<file path="config.mk">
export PLATFORM = sky130hd
export DESIGN_NAME = sgaw_walker
export DESIGN_NICKNAME = d
export VERILOG_FILES = /design/src/hdl/sgaw_pkg.sv /design/src/hdl/sgaw_walker.sv
export SDC_FILE = /design/constraint.sdc
export NUM_CORES = 2
export LEC_CHECK = 0
export ABC_AREA = 1
export BUFFER_PORTS_ARGS = -buffer_cell sky130_fd_sc_hd__buf_2
export CAP_MARGIN = 40
export CORE_ASPECT_RATIO = 0.7
export CORE_UTILIZATION = 55
export CTS_BUF_LIST = sky130_fd_sc_hd__clkbuf_8
export CTS_CLUSTER_SIZE = 40
export DETAILED_ROUTE_END_ITERATION = 16
export PLACE_DENSITY = 0.79
export SYNTH_ARGS = -nofsm -noshare
export SYNTH_HDL_FRONTEND = slang
export SYNTH_SLANG_ARGS = --single-unit
</file>
<file path="constraint.sdc">
create_clock -name clk -period 13.9 [get_ports clk]
set_input_delay 2.78 -clock clk [delete_from_list [all_inputs] [get_ports clk]]
set_output_delay 2.78 -clock clk [all_outputs]
set_load 0.03 [all_outputs]
</file>
<file path="src/hdl/sgaw_pkg.sv">
`timescale 1ns / 1ps

package sgaw_pkg;

  // Command codes carried on the input channel.
  typedef enum logic [1:0] {
    CMD_START = 2'd0,
    CMD_NEXT  = 2'd1,
    CMD_LOAD  = 2'd2,
    CMD_NOP   = 2'd3
  } cmd_t;

  // Result kinds.
  typedef enum logic [1:0] {
    KIND_DIRECT = 2'd0,
    KIND_PACKED = 2'd1,
    KIND_EMPTY  = 2'd2,
    KIND_NONE   = 2'd3
  } kind_t;

  // Configuration register indexes.
  localparam int unsigned CFG_ADDR_W = 4;
  localparam logic [CFG_ADDR_W-1:0] CFG_THRESHOLD  = 4'd0;
  localparam logic [CFG_ADDR_W-1:0] CFG_LOCAL_RANK = 4'd1;

  // One request as it enters the walker.
  typedef struct packed {
    cmd_t               command;
    logic [7:0]         target;
    logic [1:0]         levels;
    logic [31:0]        block_len;
    logic [15:0]        count_inner;
    logic [15:0]        count_outer;
    logic [63:0]        src_addr;
    logic [63:0]        dst_addr;
    logic signed [31:0] src_stride_inner;
    logic signed [31:0] src_stride_outer;
    logic signed [31:0] dst_stride_inner;
    logic signed [31:0] dst_stride_outer;
  } req_t;

  // Leaf produced by the walker, before the bases are subtracted.
  typedef struct packed {
    kind_t       kind;
    logic [7:0]  rank;
    logic [63:0] src_addr;
    logic [63:0] dst_addr;
    logic [31:0] len;
    logic        last;
  } leaf_t;

endpackage

</file>
<file path="src/hdl/sgaw_walker.sv">
`timescale 1ns / 1ps

module sgaw_walker import sgaw_pkg::*; #(
  parameter int MAX_LEVELS = 2
) (
  input  logic        clk,
  input  logic        rst_n,
  input  logic        accept,
  input  req_t        req,
  input  logic [31:0] direct_threshold,
  output leaf_t       leaf
);

  localparam logic [1:0] MaxLvl = 2'(MAX_LEVELS);

  // Walk state and the held descriptor.
  logic               walk_active_r;
  logic [15:0]        inner_idx_r;
  logic [15:0]        outer_idx_r;
  logic [63:0]        src_run_r;
  logic [63:0]        dst_run_r;
  logic [63:0]        src_row_r;
  logic [63:0]        dst_row_r;
  logic [7:0]         h_rank_r;
  logic [31:0]        h_len_r;
  logic [15:0]        h_ci_r;
  logic [15:0]        h_co_r;
  logic signed [31:0] h_ssi_r;
  logic signed [31:0] h_sso_r;
  logic signed [31:0] h_dsi_r;
  logic signed [31:0] h_dso_r;

  logic [1:0]  lvl_c;
  logic        is_start;
  logic        packed_path;
  logic        empty_desc;
  logic        start_walk;
  logic        do_leaf;
  logic [15:0] in_ci;
  logic [15:0] in_co;

  // Values the current leaf is built from: a fresh descriptor or the held one.
  logic [15:0]        e_ii;
  logic [15:0]        e_oi;
  logic [15:0]        e_ci;
  logic [15:0]        e_co;
  logic [63:0]        e_src_run;
  logic [63:0]        e_dst_run;
  logic [63:0]        e_src_row;
  logic [63:0]        e_dst_row;
  logic signed [31:0] e_ssi;
  logic signed [31:0] e_sso;
  logic signed [31:0] e_dsi;
  logic signed [31:0] e_dso;
  logic [7:0]         e_rank;
  logic [31:0]        e_len;

  logic        inner_wrap;
  logic        outer_done;
  logic        is_last;
  logic [63:0] src_row_nxt;
  logic [63:0] dst_row_nxt;
  logic [63:0] src_step;
  logic [63:0] dst_step;

  // Decode the request and classify a start.
  always_comb begin
    lvl_c       = (req.levels > MaxLvl) ? MaxLvl : req.levels;
    is_start    = (req.command == CMD_START);
    packed_path = (req.block_len < direct_threshold);
    empty_desc  = ((lvl_c >= 2'd1) && (req.count_inner == 16'd0)) ||
                  ((lvl_c >= 2'd2) && (req.count_outer == 16'd0));
    start_walk  = is_start && !packed_path && !empty_desc;
    do_leaf     = start_walk || ((req.command == CMD_NEXT) && walk_active_r);
    in_ci       = (lvl_c < 2'd1) ? 16'd1 : req.count_inner;
    in_co       = (lvl_c < 2'd2) ? 16'd1 : req.count_outer;
  end

  // Pick the descriptor and position for this leaf.
  always_comb begin
    if (start_walk) begin
      e_ii      = 16'd0;
      e_oi      = 16'd0;
      e_ci      = in_ci;
      e_co      = in_co;
      e_src_run = req.src_addr;
      e_dst_run = req.dst_addr;
      e_src_row = req.src_addr;
      e_dst_row = req.dst_addr;
      e_ssi     = req.src_stride_inner;
      e_sso     = req.src_stride_outer;
      e_dsi     = req.dst_stride_inner;
      e_dso     = req.dst_stride_outer;
      e_rank    = req.target;
      e_len     = req.block_len;
    end else begin
      e_ii      = inner_idx_r;
      e_oi      = outer_idx_r;
      e_ci      = h_ci_r;
      e_co      = h_co_r;
      e_src_run = src_run_r;
      e_dst_run = dst_run_r;
      e_src_row = src_row_r;
      e_dst_row = dst_row_r;
      e_ssi     = h_ssi_r;
      e_sso     = h_sso_r;
      e_dsi     = h_dsi_r;
      e_dso     = h_dso_r;
      e_rank    = h_rank_r;
      e_len     = h_len_r;
    end
  end

  // Loop position: the inner index wraps into the next outer row.
  always_comb begin
    inner_wrap  = ({1'b0, e_ii} + 17'd1) >= {1'b0, e_ci};
    outer_done  = ({1'b0, e_oi} + 17'd1) >= {1'b0, e_co};
    is_last     = inner_wrap && outer_done;
    src_row_nxt = e_src_row + {{32{e_sso[31]}}, e_sso};
    dst_row_nxt = e_dst_row + {{32{e_dso[31]}}, e_dso};
    src_step    = e_src_run + {{32{e_ssi[31]}}, e_ssi};
    dst_step    = e_dst_run + {{32{e_dsi[31]}}, e_dsi};
  end

  // Result for this request.
  always_comb begin
    leaf = '0;
    leaf.kind = KIND_NONE;
    if (is_start && packed_path) begin
      leaf.kind = KIND_PACKED;
      leaf.rank = req.target;
      leaf.len  = req.block_len;
      leaf.last = 1'b1;
    end else if (is_start && empty_desc) begin
      leaf.kind = KIND_EMPTY;
      leaf.rank = req.target;
      leaf.len  = req.block_len;
      leaf.last = 1'b1;
    end else if (do_leaf) begin
      leaf.kind     = KIND_DIRECT;
      leaf.rank     = e_rank;
      leaf.src_addr = e_src_run;
      leaf.dst_addr = e_dst_run;
      leaf.len      = e_len;
      leaf.last     = is_last;
    end
  end

  // Walk control.
  always_ff @(posedge clk) begin
    if (!rst_n) begin
      walk_active_r <= 1'b0;
      inner_idx_r   <= 16'd0;
      outer_idx_r   <= 16'd0;
    end else if (accept) begin
      if (do_leaf) begin
        walk_active_r <= !is_last;
        if (inner_wrap) begin
          inner_idx_r <= 16'd0;
          outer_idx_r <= e_oi + 16'd1;
        end else begin
          inner_idx_r <= e_ii + 16'd1;
          outer_idx_r <= e_oi;
        end
      end else if (is_start) begin
        walk_active_r <= 1'b0;
      end
    end
  end

  // Running addresses and the held descriptor.
  always_ff @(posedge clk) begin
    if (accept && do_leaf) begin
      if (inner_wrap) begin
        src_row_r <= src_row_nxt;
        dst_row_r <= dst_row_nxt;
        src_run_r <= src_row_nxt;
        dst_run_r <= dst_row_nxt;
      end else begin
        src_row_r <= e_src_row;
        dst_row_r <= e_dst_row;
        src_run_r <= src_step;
        dst_run_r <= dst_step;
      end
    end
    if (accept && start_walk) begin
      h_rank_r <= req.target;
      h_len_r  <= req.block_len;
      h_ci_r   <= in_ci;
      h_co_r   <= in_co;
      h_ssi_r  <= req.src_stride_inner;
      h_sso_r  <= req.src_stride_outer;
      h_dsi_r  <= req.dst_stride_inner;
      h_dso_r  <= req.dst_stride_outer;
    end
  end

endmodule

</file>
==> results.ini <==
[logic_synthesis]
synthesis.area_um2 = 42000
yosys_register_bits = 489
ys.warnings.count = 0
synth_async_sr_flop_share_pct = 0
post_synthesis_cells = 5967
synth_largest_area_cell = sky130_fd_sc_hd__edfxtp_1
synth_enable_flop_cells = 456
synth.distinct_cells = 53
synthesis.nets = 6655
synth.yosys.seq_area_share_pct = 34.2
yosysTopAreaCellShare_pct = 32.6
synth_flop_cell = sky130_fd_sc_hd__edfxtp_1
syn_area_per_cell_um2 = 7.04
ys_top_cells_by_area = sky130_fd_sc_hd__edfxtp_1 33%, sky130_fd_sc_hd__nand2_1 18%, sky130_fd_sc_hd__ha_1 9.4%, sky130_fd_sc_hd__a21oi_1 6.8%, sky130_fd_sc_hd__inv_1 6.0%

[clocking]
worst_setup_hold_path_clk_slew_ps = 50
clkLatencyLatePin_ps = 760
clock_tree.htree_level_count = 3
postCtsHoldBufs = 0
tritoncts = yes
postCtsSetupRepairBufs = 0
clock_path_buffers = 3
numClockSinks = 489
cts.repair.resized = 0
tritoncts.num_buffers = 82
cts_root_buffer = sky130_fd_sc_hd__clkbuf_8

[timing]
grt_setup_unrepaired = false
hold_slack_ps = 462
timing_worst_slew_pin_value_ps = 1070
setup_failing_eps_final = 0
final_hold_vio_count = 0
post-route-period-util_pct = 79.7
max_freq_mhz = 90.2
drv_slew = 0
setup-tns-final_ps = 0
slew-limit-headroom_pct = 28.1
finalCriticalPeriod_ps = 11080
setup_skew_ps = 55.5

[global_route]
grt_remaining_overflow = 0
grt_pass1_vias = 39407
global_route.usage.total_pct = 39.3
wire_length_of_the_first_global_routing_pass_mm = 233
number_of_antenna_violations_at_the_first_check_in_global_routing = 8
grt_start_max_net_pins = 149

[setup_path]
worst_setup_path_type = in -> out
max_stage_delay_ps = 590
worst-endpoint-arrival_ps = 8300
critical_path.startpoint_type = input pin
r2r_setup_slack_ps = 8040
cp_num_buf_inv = 5
setup.worst_path.end_class = primary output
r2r.worst_path.cells = 23
timing.critical_path.required_ps = 11120
critPathTopFamily = simple AND/OR/NAND/NOR gates
biggest_fanout_along_the_worst_timing_path = 110
launch_point_of_the_worst_path = req[321]
critical_path_cell_count = 29
regToRegStartpoint = inner_idx_r[0]$_SDFFE_PN0P_
worst_setup_path_endpoint = leaf[0]
critical_path.slowest_cell = sky130_fd_sc_hd__nand3_4
worst_r2r_endpoint = dst_run_r[54]$_DFFE_PP_
worst_path_most_repeated_cell = sky130_fd_sc_hd__nand2_1

[power_and_ir_drop]
design_power_total_mw = 4.77
switching_power_mw = 1.84
power.internal_mw = 2.93
power.share.switching_pct = 38.6
ir_drop_uv = 83.8
power.density_nw_per_um2 = 101
clock_power_share_pct = 29.1
sequentialPowerShare_pct = 35.8
power.static_leakage_nw = 22.8
comb_power_share_pct = 35.1

[die]
fp.dieH_um = 233
start_util_pct = 55.8
placementRows = 84
core_area_um2 = 75400
die_area_um2 = 77500
boundaryPins = 538
floorplan.die.width_um = 332

[route]
via_total_after_detailed_routing = 44242
drt-total-wl_mm = 157
wl_met1_mm = 70.5
iteration_0_drc_count_of_the_detailed_router = 5744
ant_nets = 0
post_drt_via_cell_ratio = 5.88
top_signal_layer_used = met5
detail_route.first_pass.iterations = 7
met2_length_mm = 61.2
drt-wirelength-per-cell_um = 20.9
number_of_design_rule_violations_left_after_detail_routing = 0
met3_wirelength_mm = 21.3

[placement]
dp.final_hpwl_mm = 125
buffer_ports.inserted = 537
placed_cells_incl_taps = 7371
place_area_um2 = 45600
gp_congestion = 1.05

[finish]
layout.cells.most_common = sky130_fd_sc_hd__nand2_1
design_area_um2 = 47200
stdcell_count = 7524
design.final.nets = 7154
area.growth.synth_to_final_pct = 12.4
final_layout_size_suffix_gt1_share_pct = 11.1
most-common-layout-cells = 1974 x sky130_fd_sc_hd__nand2_1, 693 x sky130_fd_sc_hd__inv_1, 572 x sky130_fd_sc_hd__a21oi_1

[status]
outcome = finished, final reports clean

[hold_path]
hold_wc_path_type = reg -> reg
holdPathStages = 2

[flow_run]
drv_cap = 0

==> flip-flops by register name, summed over array words and instances, names as in the netlist <==
name and cells:
h_dsi_r 32, inner_idx_r 16, dst_run_r 64, src_run_r 64, h_ssi_r 32, h_sso_r 32, h_rank_r 8, h_len_r 32
h_ci_r 16, src_row_r 64, h_co_r 16, h_dso_r 32, walk_active_r 1, dst_row_r 64, outer_idx_r 16
==> routing by layer <==
metal	global-route usage (%)	up-vias
met5	0	-
met4	10.3	2
li1	-	20997
met3	11.4	245
met1	59.5	20416
met2	53.6	2582
==> how the worst min path moves through the flow <==
stage / from / end / slack, ps
floorplan: outer_idx_r[15]$_SDFFE_PN0P_ / outer_idx_r[15]$_SDFFE_PN0P_ / 440
global placement: outer_idx_r[14]$_SDFFE_PN0P_ / outer_idx_r[14]$_SDFFE_PN0P_ / 450
CTS: outer_idx_r[15]$_SDFFE_PN0P_ / outer_idx_r[15]$_SDFFE_PN0P_ / 460
global route: inner_idx_r[14]$_SDFFE_PN0P_ / inner_idx_r[14]$_SDFFE_PN0P_ / 480
finish: outer_idx_r[15]$_SDFFE_PN0P_ / outer_idx_r[15]$_SDFFE_PN0P_ / 460
detailed placement: outer_idx_r[15]$_SDFFE_PN0P_ / outer_idx_r[15]$_SDFFE_PN0P_ / 460
==> metrics by stage <==
step                util, %  setup slack [ps]
global route           62.7              2390
floorplan                 -               469
CTS                    62.6              2890
finish                 62.7              2820
detailed placement     60.5              2920
global placement       60.2              2990
==> synthesized netlist by cell type (46+ instances only) <==
cell type and instances:
sky130_fd_sc_hd__edfxtp_1 456, sky130_fd_sc_hd__o21ai_0 327, sky130_fd_sc_hd__xnor2_1 114, sky130_fd_sc_hd__nand3_1 144, sky130_fd_sc_hd__nand2_1 1974, sky130_fd_sc_hd__ha_1 317
sky130_fd_sc_hd__a31oi_1 127, sky130_fd_sc_hd__nor3_1 67, sky130_fd_sc_hd__buf_2 72, sky130_fd_sc_hd__clkbuf_1 62, sky130_fd_sc_hd__nand4_1 46, sky130_fd_sc_hd__a21oi_1 572
sky130_fd_sc_hd__o21ai_1 101, sky130_fd_sc_hd__inv_1 676, sky130_fd_sc_hd__nor2_1 505, sky130_fd_sc_hd__xor2_1 116
==> final cells by class <==
cell class / instances / area (µm²)
Tap cell: 989 / 1240
Clock buffer: 85 / 1170
Multi-Input combinational cell: 4634 / 24300
Sequential cell: 489 / 14400
Inverter: 681 / 2570
Fill cell: 7073 / 28100
Timing Repair Buffer: 578 / 3120
Antenna cell: 5 / 12.5
Clock inverter: 63 / 480
==> kinds of logic after synthesis <==
family | after synthesis | share of synthesized area [%]
fa+ha+maj | 321 | 9.63
compound gates | 1287 | 16.9
buf+inv | 844 | 8.17
xor+xnor | 230 | 4.79
flops | 489 | 34.2
simple gates | 2796 | 26.4
==> tightest hold or removal path: stages, from the launching register on <==
cell and delay (ps):
sky130_fd_sc_hd__dfxtp_1 310, sky130_fd_sc_hd__nand2_1 60, sky130_fd_sc_hd__a21oi_1 50
==> power groups by stage <==
stage	sequential [mW]	combinational [mW]	clock, mW
floorplan	1.74	1.08	0
global placement	1.74	1.58	0
detailed placement	1.74	1.59	0
CTS	1.71	1.61	1.40
global route	1.71	1.81	1.45
finish	1.71	1.67	1.39
Note: power is estimated with default switching activity, not from simulation.
